### src/hw/rtl/rws_search.sv
// Binary search sequencer over the cumulative sum store, one probe per cycle.
// The compare of the returned sum steers the next read address. No dependencies.
module rws_search #(
    parameter int IDX_W = 10,
    parameter int CNT_W = 11,
    parameter int SUM_W = 26
) (
    input  logic             aclk,
    input  logic             aresetn,
    input  logic             start_i,
    input  logic [CNT_W-1:0] count_i,
    input  logic [SUM_W-1:0] thr_i,
    input  logic [SUM_W-1:0] rdata_i,
    output logic             rd_en_o,
    output logic [IDX_W-1:0] rd_addr_o,
    output logic             done_o,
    output logic [IDX_W-1:0] index_o
);

    logic [IDX_W-1:0] lo_reg, lo_next;
    logic [IDX_W-1:0] hi_reg, hi_next;
    logic [IDX_W-1:0] mid_reg, mid_next;
    logic [IDX_W-1:0] idx_reg, idx_next;
    logic             pend_reg, pend_next;
    logic             done_reg, done_next;
    logic             go;
    logic [CNT_W-1:0] last;

    assign last = count_i - CNT_W'(1);

    always_comb begin
        go        = 1'b0;
        lo_next   = lo_reg;
        hi_next   = hi_reg;
        pend_next = 1'b0;
        done_next = 1'b0;
        idx_next  = idx_reg;
        priority if (start_i) begin
            go      = 1'b1;
            lo_next = '0;
            hi_next = last[IDX_W-1:0];
        end else if (pend_reg) begin
            go = 1'b1;
            if (rdata_i >= thr_i) begin
                hi_next = mid_reg;
            end else begin
                lo_next = mid_reg + IDX_W'(1);
            end
        end else begin
            go = 1'b0;
        end
        mid_next = lo_next + ((hi_next - lo_next) >> 1);
        if (go) begin
            if (lo_next < hi_next) begin
                pend_next = 1'b1;
            end else begin
                done_next = 1'b1;
                idx_next  = lo_next;
            end
        end
    end

    always_ff @(posedge aclk) begin
        if (!aresetn) begin
            pend_reg <= 1'b0;
            done_reg <= 1'b0;
        end else begin
            pend_reg <= pend_next;
            done_reg <= done_next;
        end
    end

    always_ff @(posedge aclk) begin
        lo_reg  <= lo_next;
        hi_reg  <= hi_next;
        mid_reg <= mid_next;
        idx_reg <= idx_next;
    end

    assign rd_en_o   = pend_next;
    assign rd_addr_o = mid_next;
    assign done_o    = done_reg;
    assign index_o   = idx_reg;

endmodule

### config.mk
export PLATFORM = sky130hd
export DESIGN_NAME = rws_search
export DESIGN_NICKNAME = d
export VERILOG_FILES = /design/src/hw/rtl/rws_search.sv
export SDC_FILE = /design/constraint.sdc
export NUM_CORES = 1
export LEC_CHECK = 0
export BUFFER_PORTS_ARGS = -buffer_cell sky130_fd_sc_hd__buf_2
export CAP_MARGIN = 10
export CORE_MARGIN = 2
export CORE_UTILIZATION = 40
export CTS_CLUSTER_DIAMETER = 150
export CTS_CLUSTER_SIZE = 14
export DETAILED_ROUTE_END_ITERATION = 8
export HOLD_SLACK_MARGIN = 0.15
export RECOVER_POWER = 25
export SLEW_MARGIN = 30
export SYNTH_ARGS = -nofsm -noshare
export SYNTH_HDL_FRONTEND = slang
export SYNTH_SLANG_ARGS = --single-unit
### constraint.sdc
create_clock -name aclk -period 8.6 [get_ports aclk]
set_input_delay 1.72 -clock aclk [delete_from_list [all_inputs] [get_ports aclk]]
set_output_delay 1.72 -clock aclk [all_outputs]
set_load 0.1 [all_outputs]
==> flow_metrics.py <==
metrics = {
    "clocking": {
        "cts_tree": "done",
        "cts-buffers-inserted": 5,
        "clockBufferDepth": 2,
        "cts_root_buffer": "sky130_fd_sc_hd__clkbuf_8",
        "cts_max_level": 2,
        "cts.clk_slew.worst_paths_ns": 0.08,
        "clk-insertion-delay-late_ns": 0.29,
        "clock_sinks": 42,
    },
    "setup_path": {
        "critical_path.reg2reg.startpoint": "pend_reg",
        "crit_path_start": "thr_i[24]",
        "worstSetupEndpointType": "output port",
        "critical_path.n_buffers_inverters": 7,
        "timing.critical_path.required_ns": 6.88,
        "worst-path-stages": 28,
        "path_class": "input pin to output port",
        "crit_path_max_fanout": 9,
        "worst_r2r_path_depth": 21,
        "family_with_the_most_delay_on_the_worst_path": "compound AO/OA/AOI/OAI gates",
        "cpPeakStageDelay_ns": 0.40,
        "critical_path.startpoint_type": "input pin",
        "crit_path_top_delay_cell": "sky130_fd_sc_hd__fa_1",
        "timing.critical_path.arrival_ns": 6.48,
    },
    "global_routing": {
        "grt_max_degree": 31,
        "grt_pass1_wl_um": 11400,
        "grt_remaining_overflow": 0,
        "first_global_vias": 2667,
        "grt_usage": 0.164,
        "antenna_violations_before_repair": 0,
    },
    "route": {
        "route.detailed.wl_per_inst_um": 12.4,
        "remaining_drc_errors": 0,
        "wl_um": 6680,
        "drt-vias-per-instance": 4.86,
        "via_count": 2629,
        "final_ant_viol_nets": 0,
        "drt_iter0_markers": 56,
        "detailedRoute.firstPassIterationCount": 4,
    },
    "final_layout": {
        "finish.utilization": 0.534,
        "layout.area.seq_um2": 941,
        "insertedDiodeCount": 0,
        "commonest_non_fill_non_tap_cells_in_the_layout": "sky130_fd_sc_hd__buf_2, sky130_fd_sc_hd__ha_1, sky130_fd_sc_hd__inv_1, sky130_fd_sc_hd__dfxtp_1, sky130_fd_sc_hd__mux2i_1",
        "post_route_cells_drive_above_1_share": 0.260,
        "layout.cells.most_common": "sky130_fd_sc_hd__buf_2",
        "syn_to_final_growth_pct": 27.8,
        "nFillCells": 722,
        "multi_input_comb_area_mm2": 0.00199,
        "num-nets-final": 556,
    },
    "placed_design": {
        "port_buffers": 86,
        "post-dp-hpwl_um": 5480,
        "routability_congestion_estimate_from_global_placement": 0.786,
        "placement.setup.worst_slack_ns": 0.179,
    },
    "pwr": {
        "total_power_of_the_final_layout_w": 0.00141,
        "power-per-cell-area_mw_per_mm2": 357,
        "p_leak_nw": 1.94,
        "vdd_drop_max_v": 0.000410,
    },
    "synthesis": {
        "yosysSeqAreaShare": 0.306,
        "synth_warnings": 0,
        "syn-cell-area_mm2": 0.00308,
        "ys_types": 44,
        "postSynthCellCount": 338,
        "ys_seq_elements": 42,
        "syn_nets": 453,
        "syn_area_per_cell_um2": 9.11,
    },
    "die": {
        "die-width_um": 91.7,
        "fp.coreArea_mm2": 0.00737,
        "start_util": 0.418,
        "die-height_um": 91.7,
        "fp-row-count": 31,
        "ioPinCount": 88,
        "die_area_mm2": 0.00842,
    },
    "timing": {
        "setup_violations": 0,
        "worst-slew-pin-transition_ns": 1.18,
        "final_hold_viol_count": 0,
        "timing.max_slew.rel_slack": 0.218,
        "report.final.slew_viol_count": 0,
        "achievable-frequency_mhz": 122,
        "final.setup.worst_slack_ns": 0.403,
        "finalClockSkew_ns": 0.00416,
        "period_needed_ns": 8.20,
        "final_min_period_over_clock_period": 0.953,
    },
    "outcome": {
        "status": "complete, no violations",
    },
    "hold_path": {
        "hold-path-cell-count": 2,
        "worst_hold_startpoint": "hi_reg[0]",
        "hold_path.class": "flip-flop to flip-flop",
    },
    "flow_run": {
        "max_cap_viol_count": 0,
    },
}
final cells by class:
class / instances / share of cell area
Sequential cell: 42 / 0.239
Inverter: 40 / 0.0382
Clock inverter: 1 / 0.00127
Clock buffer: 7 / 0.0219
Multi-Input combinational cell: 251 / 0.506
Tap cell: 99 / 0.0315
Timing Repair Buffer: 101 / 0.162
path summary, 6_finish.rpt:
path                  endpoint  slack [ns]
setup reg to reg    mid_reg[9]        4.60
setup / recovery  rd_addr_o[9]        0.40
hold reg to reg      hi_reg[0]        0.54
hold / removal       hi_reg[0]        0.54
worst reg2reg max path, cell delays in order, from the launching register on:
cell and delay [ns]:
sky130_fd_sc_hd__dfxtp_1 0.37, sky130_fd_sc_hd__inv_1 0.07, sky130_fd_sc_hd__nor3_1 0.20, sky130_fd_sc_hd__buf_4 0.17, sky130_fd_sc_hd__buf_6 0.17, sky130_fd_sc_hd__mux2i_1 0.09, sky130_fd_sc_hd__nor2_1 0.15, sky130_fd_sc_hd__ha_1 0.20
sky130_fd_sc_hd__inv_1 0.06, sky130_fd_sc_hd__fa_1 0.40, sky130_fd_sc_hd__a21o_1 0.20, sky130_fd_sc_hd__a21oi_1 0.20, sky130_fd_sc_hd__o21bai_1 0.09, sky130_fd_sc_hd__a21oi_1 0.24, sky130_fd_sc_hd__xnor2_1 0.16, sky130_fd_sc_hd__ha_1 0.27
sky130_fd_sc_hd__o21a_1 0.12, sky130_fd_sc_hd__o21ai_0 0.16, sky130_fd_sc_hd__nand2b_1 0.09, sky130_fd_sc_hd__a31oi_1 0.21, sky130_fd_sc_hd__buf_4 0.15, sky130_fd_sc_hd__xnor2_2 0.13
Yosys cell counts, drive strengths merged:
master | number | area, µm²
ha | 47 | 588
inv | 40 | 150
dfxtp | 32 | 641
mux2i | 29 | 290
nor2 | 24 | 90.1
nand2 | 22 | 82.6
a21oi | 18 | 93.8
xnor2 | 17 | 149
nand3 | 13 | 65.1
xor2 | 12 | 105
edfxtp | 10 | 300
o21ai | 9 | 45.0
or2 | 8 | 50.1
nor3 | 6 | 30.0
nor4 | 5 | 37.5
a211oi | 4 | 30.0
nand4 | 4 | 25.0
clkbuf | 3 | 11.3
nand2b | 3 | 18.8
nor2b | 3 | 18.8
o21bai | 3 | 22.5
a211o | 2 | 17.5
a21o | 2 | 15.0
a31oi | 2 | 12.5
buf | 2 | 18.8
fa | 2 | 40.0
o211ai | 2 | 15.0
or4 | 2 | 15.0
a2111o | 1 | 11.3
a21boi | 1 | 7.51
a41o | 1 | 10.0
and2 | 1 | 6.26
and3 | 1 | 6.26
and3b | 1 | 8.76
mux2 | 1 | 11.3
nor3b | 1 | 7.51
o21a | 1 | 7.51
o311a | 1 | 10.0
o31a | 1 | 8.76
or3 | 1 | 6.26
metal layers:
metal,global-route usage,share of wire
met1,0.218,0.49
met2,0.278,0.44
met4,0.0373,0.010
met3,0.0312,0.058
met5,0,0
through the flow:
| stage | instances | setup TNS (ns) | instance area [µm²] | hold WS [ns] |
|---|---|---|---|---|
| after floorplan | 338 | -0.0165 | 3090 | 0.495 |
| after global placement | 532 | 0 | 3830 | 0.510 |
| after detailed placement | 532 | 0 | 3830 | 0.531 |
| after CTS | 540 | 0 | 3920 | 0.550 |
| after global routing | 541 | -0.0332 | 3930 | 0.610 |
| final | 541 | 0 | 3930 | 0.541 |
cell families (layout without fill, tap and decap cells):
group	Yosys count	in the layout	share of synthesized area
XOR/XNOR	29	29	0.0825
multiplexers	30	30	0.0979
AO/OA/AOI/OAI	48	48	0.0996
AND/OR/NAND/NOR	95	95	0.152
adder cells (fa/ha/maj)	49	49	0.204
flip-flops	42	42	0.306
buffers and inverters	45	149	0.0585
power by group:
group	switching, W	total [W]	leakage [nW]	internal (W)
registers	0.0000400	0.000300	0.363	0.000260
logic	0.000651	0.000976	1.53	0.000325
clock network	0.0000645	0.000129	0.0482	0.0000648
what timing repair did:
item,in CTS,in global routing
buffers inserted,0,1
hold buffers,0,0
gates resized for setup,0,8
endpoints found under the hold margin,0,0
setup endpoints to repair,0,3
Note: power is estimated with default switching activity, not from simulation.
