==> src/hw/rtl/rws_pkg.sv <==
// Shared types and constants of the roulette wheel selector.
// Holds opcode and status codes and the fixed field widths of the stream ports.
// No dependencies.
package rws_pkg;

    localparam int FIELD_W    = 16;
    localparam int S_DATA_W   = 32;
    localparam int M_DATA_W   = 16;
    localparam int IDX_OUT_W  = 10;

    typedef logic [1:0]           op_t;
    typedef logic [1:0]           stat_t;
    typedef logic [IDX_OUT_W-1:0] idx_out_t;

    localparam op_t OP_LOAD   = 2'd0;
    localparam op_t OP_NEW    = 2'd1;
    localparam op_t OP_SELECT = 2'd2;

    localparam stat_t STAT_LOADED   = 2'd0;
    localparam stat_t STAT_SELECTED = 2'd1;
    localparam stat_t STAT_FULL     = 2'd2;
    localparam stat_t STAT_EMPTY    = 2'd3;

endpackage

==> src/hw/rtl/rws_thresh.sv <==
// Search threshold unit: ceil(draw * total / 2^DRAW_BITS) from two partial products,
// a merge and a rounding add, each registered in turn. Depends on rws_pkg.
module rws_thresh #(
    parameter int SUM_W     = 26,
    parameter int DRAW_BITS = 16
) (
    input  logic                        aclk,
    input  logic                        aresetn,
    input  logic                        start_i,
    input  logic [rws_pkg::FIELD_W-1:0] draw_i,
    input  logic [SUM_W-1:0]            total_i,
    output logic                        done_o,
    output logic [SUM_W-1:0]            thr_o
);

    localparam int DW   = (DRAW_BITS < rws_pkg::FIELD_W) ? DRAW_BITS : rws_pkg::FIELD_W;
    localparam int LO_W = (SUM_W + 1) / 2;
    localparam int HI_W = SUM_W - LO_W;
    localparam int PW   = SUM_W + DRAW_BITS;
    localparam logic [PW:0] RND = (PW+1)'({DRAW_BITS{1'b1}});

    logic [DW-1:0]      d_reg;
    logic [SUM_W-1:0]   t_reg;
    logic [DW+LO_W-1:0] plo_reg;
    logic [DW+HI_W-1:0] phi_reg;
    logic [PW-1:0]      psum_reg;
    logic [SUM_W-1:0]   thr_reg;
    logic [4:0]         v_reg;
    logic [4:0]         v_next;
    logic [PW:0]        rsum;

    assign v_next = {v_reg[3:0], start_i};
    assign rsum   = {1'b0, psum_reg} + RND;

    always_ff @(posedge aclk) begin
        if (!aresetn) begin
            v_reg <= '0;
        end else begin
            v_reg <= v_next;
        end
    end

    always_ff @(posedge aclk) begin
        if (start_i) begin
            d_reg <= draw_i[DW-1:0];
            t_reg <= total_i;
        end
        if (v_reg[0]) begin
            plo_reg <= (DW+LO_W)'(d_reg) * (DW+LO_W)'(t_reg[LO_W-1:0]);
        end
        if (v_reg[1]) begin
            phi_reg <= (DW+HI_W)'(d_reg) * (DW+HI_W)'(t_reg[SUM_W-1:LO_W]);
        end
        if (v_reg[2]) begin
            psum_reg <= PW'(plo_reg) + (PW'(phi_reg) << LO_W);
        end
        if (v_reg[3]) begin
            thr_reg <= rsum[PW-1:DRAW_BITS];
        end
    end

    assign done_o = v_reg[4];
    assign thr_o  = thr_reg;

endmodule

==> config.mk <==
export PLATFORM = sky130hd
export DESIGN_NAME = rws_thresh
export DESIGN_NICKNAME = d
export VERILOG_FILES = /design/src/hw/rtl/rws_pkg.sv /design/src/hw/rtl/rws_thresh.sv
export SDC_FILE = /design/constraint.sdc
export NUM_CORES = 1
export LEC_CHECK = 0
export ABC_AREA = 1
export BUFFER_PORTS_ARGS = -buffer_cell sky130_fd_sc_hd__clkbuf_2
export CORE_MARGIN = 8
export CORE_UTILIZATION = 59
export CTS_BUF_LIST = sky130_fd_sc_hd__clkbuf_16
export DETAILED_ROUTE_END_ITERATION = 6
export PLACE_DENSITY = 0.8
export SLEW_MARGIN = 20
export SYNTH_ARGS = -nofsm -noshare
export SYNTH_HDL_FRONTEND = slang
export SYNTH_SLANG_ARGS = --single-unit
==> constraint.sdc <==
create_clock -name aclk -period 5.1 [get_ports aclk]
set_clock_uncertainty 0.2 [all_clocks]
set_input_delay 0 -clock aclk [delete_from_list [all_inputs] [get_ports aclk]]
set_output_delay 0 -clock aclk [all_outputs]
set_load 0.01 [all_outputs]
==> qor.txt, run 1 <==
CTS tree -> yes
Chip Height -> 213.9 um
Proportion of synthesized area in mux cells -> 0%
Number of global-route vias before repair -> 20,161
Area leader, netlist -> fa_1
Final wirelength -> 61,320 um
CTS Buf Count -> 17
Post-DRT Antenna Nets -> 0
Area Growth Syn to Fin -> 16.22%
Worst endpoint data arrival time -> 5120 ps
Number of antenna diodes -> 0
# rows -> 72
Max cap viols -> 0
Cells along the critical path -> buf_4 > buf_4 > nand2_1 > inv_1 > fa_1 > inv_1 > fa_1 > fa_1 > inv_1 > fa_1 > ha_1 > ha_1 > nand2_1 > nor2_2 > inv_1 > nor2_2 > nand4_1 > nand4_1 > nand2_2
Largest register FFs -> 42
IO buf count -> 71
Top FF cell, synth -> edfxtp_1
Final Hold Viols -> 0
Initial Util -> 59.76%
Setup WS post-layout -> -19.20 ps
Post-Synth Adder-Cell Area -> 35.67%
Critical Path Max Stage Delay -> 540 ps
FMAX -> 195.3 MHz
DR DRC count -> 0
First-pass GRT wire length -> 96,920 um
Detailed Routing Iterations Pass 1 -> 5
Clock Pin Slew Worst Setup and Hold Paths -> 80 ps
Final worst path period share -> 100.4%
Mapped cell area -> 0.02310 mm2
Die area -> 0.04573 mm2
Synth Area per Inst -> 7.587 um2
FFs w/ async S/R, synth -> 0%
Routability congestion estimate -> 0.9195
Worst path bufs/invs -> 6
Synthesized instance count -> 3,044
Crit path capture type -> flip-flop
Main combinational cell family by area after synthesis -> adder cells
Iter 0 DRT Violations -> 1,514
Worst skew pair latency -> 460 ps
Post-layout min period -> 5119 ps
Wirelength per Cell -> 16.36 um
Post-DP HPWL -> 45,640 um
Worst slew pin tran -> 890.5 ps
Share of post-route cells with drive strength above 1 -> 12.20%
Synthesized flop and latch total -> 173
Synthesis warning total -> 0
Root Buffer -> clkbuf_16
# setup viols final -> 1
Initial antenna violation count -> 0
Overflow after GRT -> 0
Synth Area in Simple Gates -> 22.51%
WS Path Type -> flip-flop to flip-flop
Area fraction of the dominant cell type after synthesis -> 26.78%
TNS Setup -> -19.20 ps
Nets -> 3,735
Placeable Area -> 0.03865 mm2
Number of synthesized flops with an enable pin -> 168
Global Route Usage Sum -> 26.82%
Worst Setup Start Kind -> flip-flop
CTS H-tree lvls -> 4
Most instantiated library cell after synthesis -> nand2_1
Slowest stage cell, crit path -> edfxtp_1
Mapped Nets -> 3,562
Req. time, crit path -> 5100 ps
# IOs -> 72
Worst-path maximum fanout -> 6
CP top delay family -> adder cells
Largest net degree at the start of global routing -> 44
Drt via density -> 5.157
Synth cell count leaders -> 1,002 x nand2_1, 894 x inv_1, 309 x fa_1
Yosys cell types -> 34
Clock buffer depth -> 2
Status -> complete, but fails checks
Violations in the final reports -> negative setup slack
Compound-gate portion of the synthesized area -> 1.078%
Register area share after synthesis -> 22.28%
Die X -> 213.9 um
Synth Area in XOR/XNOR -> 2.199%
Max_slew headroom -> 40.64%
Min-Delay Path Class -> primary input to flip-flop
Unrepaired setup endpoints after global routing -> true
Slew Viols, Final -> 0
Vias -> 19,328
Synth area leaders -> fa_1 27%, edfxtp_1 22%, nand2_1 16%
CTS sink count -> 173
[routing by layer]
metal  part of all wire, %  vias to the layer above  wire, um  track usage (%)
li1                      -                     9087         -                -
met1                    38                     9165     23440            32.08
met2                    50                      875     30620            47.58
met3                   7.4                      201      4551            4.005
met4                   4.4                        0      2717            11.77
met5                     0                        -         0                0
[area by class of cell]
| class | count | area [um2] |
|---|---|---|
| multi-input combinational | 1873 | 14920 |
| fill | 2901 | 11810 |
| sequential | 173 | 5147 |
| inverter | 897 | 3369 |
| timing repair buffer | 255 | 2172 |
| tap | 518 | 648.1 |
| clock buffer | 17 | 425.4 |
| clock inverter | 15 | 160.2 |
[cells in the final DEF, fill, tap and decap left out, drive strengths merged]
| master | n |
|---|---|
| dlygate4sd3 | 44 |
| nand4 | 24 |
| inv | 903 |
| nor3 | 9 |
| clkbuf | 91 |
| nand3 | 90 |
| bufinv | 1 |
| and3 | 1 |
| nor2 | 143 |
| and2 | 9 |
| edfxtp | 168 |
| clkinvlp | 4 |
| ha | 164 |
| clkinv | 4 |
| buf | 137 |
| xnor2 | 11 |
| fa | 309 |
| xor2 | 47 |
| o21ai | 7 |
| nor4 | 3 |
| a21oi | 42 |
| nand3b | 4 |
| or2 | 3 |
| dfxtp | 5 |
| nand2 | 1007 |
[cells by family (layout without fill, tap and decap cells)]
family                     count (synthesis)  in the layout
and+or+nand+nor                         1293           1293
buffers and inverters                    998           1184
AOI/OAI and AO/OA                         49             49
DFF                                      173            173
adders and majority gates                473            473
xor gates and xnor gates                  58             58
[through the flow]
stage / util (%) / worst slack [ps] / instances / area (um2) / hold slack (ps)
after floorplan: - / 154.9 / 3044 / 23100 / -106.5
after global placement: 63.85 / -162.7 / 3630 / 24670 / -23.66
after detailed placement: 63.85 / -284.3 / 3630 / 24670 / -21.35
after CTS: 67.12 / -45.20 / 3726 / 25940 / 40.09
after global routing: 69.45 / -191.3 / 3748 / 26840 / 50.41
final: 69.45 / -19.20 / 3748 / 26840 / 66.51
[final timing paths]
path         depth (start not counted)  slack (ps)   startpoint     endpoint
max                                 19         -20    t_reg[12]  plo_reg[23]
min                                  2          70  total_i[18]    t_reg[18]
max reg2reg                         19         -20    t_reg[12]  plo_reg[23]
min reg2reg                          0         220   plo_reg[7]  psum_reg[7]
[timing repair]
action,CTS,global route
endpoints found under the hold margin,83,0
buffers inserted,20,20
endpoints found under the setup margin,25,36
gates resized for setup,14,159
gates cloned,0,2
hold buffers,44,0
pin swaps,2,23
Power of run 1 is left out: the tool's default activity adds up to more than one toggle a clock period on the data nets, which glitch-free logic cannot reach.
==> run 2: changes to the inputs <==
--- a/config.mk
+++ b/config.mk
@@ -12,6 +12,8 @@
 export CTS_BUF_LIST = sky130_fd_sc_hd__clkbuf_16
 export DETAILED_ROUTE_END_ITERATION = 6
 export PLACE_DENSITY = 0.8
+export RECOVER_POWER = 50
+export SKIP_LAST_GASP = 1
 export SLEW_MARGIN = 20
 export SYNTH_ARGS = -nofsm -noshare
 export SYNTH_HDL_FRONTEND = slang
==> qor.txt, run 2 (same netlist as run 1, synthesis figures left out) <==
Status -> complete, but fails checks
Violations in the final reports -> max-capacitance violations, max-slew violations, negative setup slack
Initial antenna violation count -> 0 (unchanged)
Post-DP HPWL -> 45,640 um (unchanged)
Worst endpoint data arrival time -> 5210 ps (+90 ps)
# IOs -> 72 (unchanged)
Wire length on met1 -> 23,860 um (+1.8%)
Clock Pin Slew Worst Setup and Hold Paths -> 80 ps (about the same)
Max cap viols -> 3 (+3)
Commonest non-fill, non-tap cells in the layout -> 943 x nand2_1, 881 x inv_1, 304 x fa_1
CTS tree -> yes
Iter 0 DRT Violations -> 1,725 (+14%)
Largest net degree at the start of global routing -> 44 (unchanged)
Register area -> 0.005146 mm2 (about the same)
Global Route Usage Sum -> 26.81% (about the same)
Placeable Area -> 0.03865 mm2 (unchanged)
Fin Hold WS -> 61.07 ps (-5.439 ps)
Worst Setup Start Kind -> flip-flop
Chip Height -> 213.9 um (unchanged)
Worst slack, placed -> -284.3 ps (unchanged)
Unrepaired setup endpoints after global routing -> true
Area taken by multi-input logic gates -> 0.01508 mm2 (+1.1%)
# rows -> 72 (unchanged)
Clock buffer depth -> 2 (unchanged)
Worst skew pair latency -> 460 ps (about the same)
FILL cells -> 2,837 (-2.2%)
Req. time, crit path -> 5100 ps (about the same)
Drt via density -> 5.202 (+0.88%)
Post-layout min period -> 5201 ps (+81.51 ps)
FMAX -> 192.3 MHz (-1.6%)
Max_slew headroom -> -89.68% (-130 points)
Post-DRT Antenna Nets -> 0 (unchanged)
Final wirelength -> 63,230 um (+3.1%)
Final worst path period share -> 102.0% (+1.6 points)
Detailed Routing Iterations Pass 1 -> 7 (+2)
# setup viols final -> 2 (+1)
Area Growth Syn to Fin -> 17.64%
Largest register FFs -> 42 (unchanged)
Root Buffer -> clkbuf_16
Die X -> 213.9 um (unchanged)
Overflow after GRT -> 0 (unchanged)
CTS sink count -> 173 (unchanged)
Met3 wire len -> 4960 um (+9.0%)
Number of antenna diodes -> 0 (unchanged)
Top layer in use -> met4
Slew Viols, Final -> 106 (+106)
Commonest non-fill, non-tap cell in the layout -> nand2_1
Nets -> 3,756 (+0.56%)
Final Hold Viols -> 0 (unchanged)
Setup WS post-layout -> -100.7 ps (-81.51 ps)
Met2 WL -> 31,150 um (+1.8%)
Vias -> 19,607 (+1.4%)
WS Path Type -> flip-flop to flip-flop
CTS H-tree lvls -> 4 (unchanged)
Number of global-route vias before repair -> 20,154 (-0.035%)
Initial Util -> 59.76% (unchanged)
Die area -> 0.04573 mm2 (unchanged)
Worst slew pin tran -> 2845 ps (+1955 ps)
Crit path capture type -> flip-flop
CTS Buf Count -> 17 (unchanged)
Share of post-route cells with drive strength above 1 -> 12.58% (+0.38 points)
Worst-path maximum fanout -> 8 (+2)
First-pass GRT wire length -> 96,840 um (about the same)
Min-Delay Path Class -> primary input to flip-flop
IO buf count -> 71 (unchanged)
DR DRC count -> 0 (unchanged)
Routability congestion estimate -> 0.9195 (unchanged)
Wirelength per Cell -> 16.78 um (+2.5%)
run 2: changes by cell type in the layout (fill, tap and decap cells not counted), moves of 3 or more:
cell,before,now
clkbuf_2,72,38
nand2_4,10,14
buf_4,108,120
inv_1,889,881
fa_2,1,5
nand2_2,40,49
clkbuf_16,19,22
clkbuf_1,0,37
nand2_1,957,943
ha_4,26,30
ha_1,134,130
fa_1,308,304
inv_2,7,15
run 2: critical path: stages (launching register included):
cell,delay [ps]
edfxtp_1,440
buf_6,200
buf_6,150
nand2_1,80
fa_1,520
inv_1,70
fa_1,460
fa_1,500
fa_1,490
inv_1,50
fa_1,500
inv_1,70
ha_4,310
nand2_1,120
nor2_2,140
inv_1,70
nor2_2,160
nand4_1,180
nand4_1,140
nand2_2,80
run 2: worst paths after layout:
| path | startpoint | endpoint | slack, ps | cells past startpoint |
|---|---|---|---|---|
| max | d_reg[14] | plo_reg[23] | -100 | 19 |
| min | draw_i[7] | d_reg[7] | 60 | 2 |
| max reg2reg | d_reg[14] | plo_reg[23] | -100 | 19 |
| min reg2reg | plo_reg[7] | psum_reg[7] | 220 | 0 |
run 2: repair_timing:
| action | in CTS | in global routing |
|---|---|---|
| gates cloned | 0 | 5 |
| setup endpoints to repair | 25 | 36 |
| resized for setup | 12 | 202 |
| hold endpoints to repair | 83 | 0 |
| buffers inserted | 20 | 38 |
| pin swaps | 1 | 82 |
| hold buffers | 44 | 0 |
run 2: cell type report:
cell class	instances	area share [%]
multi-input cells	1873	55.50
flip-flops and latches	173	18.94
inverters	897	12.40
repair buffers	276	8.621
well taps	518	2.385
clock buffers	17	1.566
clock inverters	15	0.5895
run 2: through the flow:
stage | instances | utilization, % | setup TNS [ps] | area, um2
6_report | 3769 | 70.30 | -102.6 | 27170
5_1_grt | 3769 | 70.30 | -3788 | 27170
4_1_cts | 3726 | 67.08 | -150.8 | 25930
3_5_place_dp | 3630 | 63.85 | -1775 | 24670
3_3_place_gp | 3630 | 63.85 | -618.8 | 24670
2_1_floorplan | 3044 | - | 0 | 23100
run 2: layer usage:
metal / vias to the layer above / track usage, %
met5: - / 0
met4: 0 / 11.86
met3: 241 / 4.034
met2: 935 / 47.53
met1: 9299 / 32.04
li1: 9132 / -
Power of run 2 is left out for the same reason.
==> run 3: changes to the inputs <==
--- a/config.mk
+++ b/config.mk
@@ -7,10 +7,11 @@
 export LEC_CHECK = 0
 export ABC_AREA = 1
 export BUFFER_PORTS_ARGS = -buffer_cell sky130_fd_sc_hd__clkbuf_2
-export CORE_MARGIN = 8
+export CORE_MARGIN = 3
 export CORE_UTILIZATION = 59
 export CTS_BUF_LIST = sky130_fd_sc_hd__clkbuf_16
 export DETAILED_ROUTE_END_ITERATION = 6
+export HOLD_SLACK_MARGIN = 0.15
 export PLACE_DENSITY = 0.8
 export RECOVER_POWER = 50
 export SKIP_LAST_GASP = 1
==> qor.txt, run 3 (same netlist as run 1, synthesis figures left out) <==
Capturing point of the worst reg2reg path -> phi_reg[22]
Final worst path period share -> 101.9% (about the same)
Wirelength per Cell -> 16.51 um (-1.6%)
Worst skew pair latency -> 460 ps (about the same)
# setup viols final -> 9 (+7)
Worst path bufs/invs -> 9 (+3)
Worst slew pin tran -> 3016 ps (+170.9 ps)
Setup WS post-layout -> -98.04 ps (+2.672 ps)
Worst endpoint data arrival time -> 5180 ps (-30 ps)
Fin Hold WS -> 158.9 ps (+97.83 ps)
IO buf count -> 71 (unchanged)
Cell count of the worst reg-to-reg path -> 25 (+6)
DR DRC count -> 0 (unchanged)
Commonest non-fill, non-tap cells in the layout -> 940 x nand2_1, 873 x inv_1, 303 x fa_1
FMAX -> 192.4 MHz (about the same)
Min-Delay Path Class -> primary input to flip-flop
Critical Path Max Stage Delay -> 570 ps (+50 ps)
Final Hold Viols -> 0 (unchanged)
Slew Viols, Final -> 104 (-1.9%)
CTS tree -> yes
Worst-path maximum fanout -> 5 (-3)
Max cap viols -> 3 (unchanged)
Final wirelength -> 62,840 um (-0.62%)
Routability congestion estimate -> 0.9782 (+6.4%)
# rows -> 71 (-1.4%)
Max_slew headroom -> -101.1% (-11 points)
Most Frequent Cell on Critical Path -> nand2_1
Hold path cells -> 4 (+2)
Area Growth Syn to Fin -> 20.10%
Violations in the final reports -> max-capacitance violations, max-slew violations, negative setup slack
Clock Pin Slew Worst Setup and Hold Paths -> 70 ps (about the same)
Chip Height -> 203.9 um (-4.7%)
Worst Setup Start Kind -> flip-flop
First-pass GRT wire length -> 97,410 um (+0.59%)
CP top delay family -> adder cells
Post-DRT Antenna Nets -> 0 (unchanged)
Drt via density -> 5.219 (+0.32%)
Root Buffer -> clkbuf_16
Post-placement cell area -> 0.02488 mm2 (+0.84%)
Worst slack, placed -> -135.2 ps (+149.1 ps)
R2R Setup Slk -> -100 ps (about the same)
Die area -> 0.04155 mm2 (-9.1%)
WS Path Type -> flip-flop to flip-flop
Iter 0 DRT Violations -> 1,540 (-11%)
CP startpoint -> d_reg[7]
Hold_sp -> aresetn
Overflow after GRT -> 0 (unchanged)
WP depth -> 25 (+6)
Number of antenna diodes -> 0 (unchanged)
Global Route Usage Sum -> 29.38% (+2.6 points)
Commonest non-fill, non-tap cell in the layout -> nand2_1
Largest net degree at the start of global routing -> 44 (unchanged)
Crit path capture type -> flip-flop
CTS Buf Count -> 17 (unchanged)
Status -> complete, but fails checks
Post-layout min period -> 5198 ps (-2.672 ps)
Initial antenna violation count -> 0 (unchanged)
Req. time, crit path -> 5090 ps (about the same)
Share of post-route cells with drive strength above 1 -> 12.77% (+0.19 points)
Slowest stage cell, crit path -> fa_2
TNS Setup -> -304.4 ps (-201.8 ps)
Setup crit end -> phi_reg[22]
Detailed Routing Iterations Pass 1 -> 6 (-1)
# IOs -> 72 (unchanged)
CTS sink count -> 173 (unchanged)
Die X -> 203.9 um (-4.7%)
Vias -> 19,868 (+1.3%)
Number of global-route vias before repair -> 20,074 (-0.40%)
Non-Filler Cell Area, Final -> 0.02774 mm2 (+2.1%)
Largest register FFs -> 42 (unchanged)
CTS H-tree lvls -> 4 (unchanged)
RR Startpoint -> d_reg[7]
Nets -> 3,801 (+1.2%)
Initial Util -> 60.60% (+0.84 points)
Unrepaired setup endpoints after global routing -> true
Placeable Area -> 0.03811 mm2 (-1.4%)
Clock buffer depth -> 2 (unchanged)
Post-DP HPWL -> 43,940 um (-3.7%)
## run 3: cell count changes in the layout (fill, tap and decap cells not counted), sizes merged
cell	before	now
buf	152	155
clkbuf	97	96
clkinv	4	6
clkinvlp	4	3
dlygate4sd3	44	87
inv	903	902
## run 3: area by class of cell
cell class / count / area, um2
multi-input cells: 1873 / 15110
fillers: 2744 / 10370
flip-flops and latches: 173 / 5146
inverters: 897 / 3372
repair buffers: 321 / 2888
well taps: 511 / 639.4
clock buffers: 17 / 425.4
clock inverters: 15 / 155.1
## run 3: routing by layer
metal | vias up | global-route usage (%) | part of all wire, %
li1 | 9221 | - | -
met1 | 9478 | 36.55 | 38
met3 | 235 | 4.571 | 7.3
met2 | 934 | 51.18 | 50
met5 | - | 0 | 0
met4 | 0 | 12.61 | 5.1
## run 3: per-stage QoR
step           util [%]  std cells
2_1_floorplan         -       3044
3_3_place_gp      65.29       3640
3_5_place_dp      65.29       3640
4_1_cts           69.40       3770
5_1_grt           72.79       3807
6_report          72.79       3807
## run 3: how the worst min path moves through the flow
| stage | endpoint | slack (ps) |
|---|---|---|
| 3_5_place_dp | t_reg[16] | -20 |
| 4_1_cts | v_reg[2] | 150 |
| 5_1_grt | v_reg[4] | 180 |
| 2_1_floorplan | v_reg[0] | -110 |
| 3_3_place_gp | d_reg[1] | -20 |
| 6_report | v_reg[2] | 160 |
## run 3: timing repair
item / CTS / global route
setup endpoints to repair: 7 / 38
setup buffers: 11 / 33
hold buffers: 87 / 0
gates resized for setup: 8 / 240
pin swaps: 0 / 71
endpoints found under the hold margin: 89 / 0
cloned: 0 / 4
## run 3: worst reg2reg max path, cell delays in order, from the launching register on
cell and delay (ps):
edfxtp_1 380, buf_6 160, clkbuf_16 160, buf_12 130
nand2_2 60, inv_2 40, fa_1 520, inv_1 50
fa_1 490, inv_2 40, fa_1 510, inv_2 50
fa_2 570, fa_1 430, inv_2 90, ha_4 230
nand2_2 110, inv_2 50, nand2_1 80, nand2_1 80
nand2_1 90, nand3_2 90, nand2_1 100, nand2_1 60
nand2_1 50, nand2_1 100
Power of run 3 is left out for the same reason.
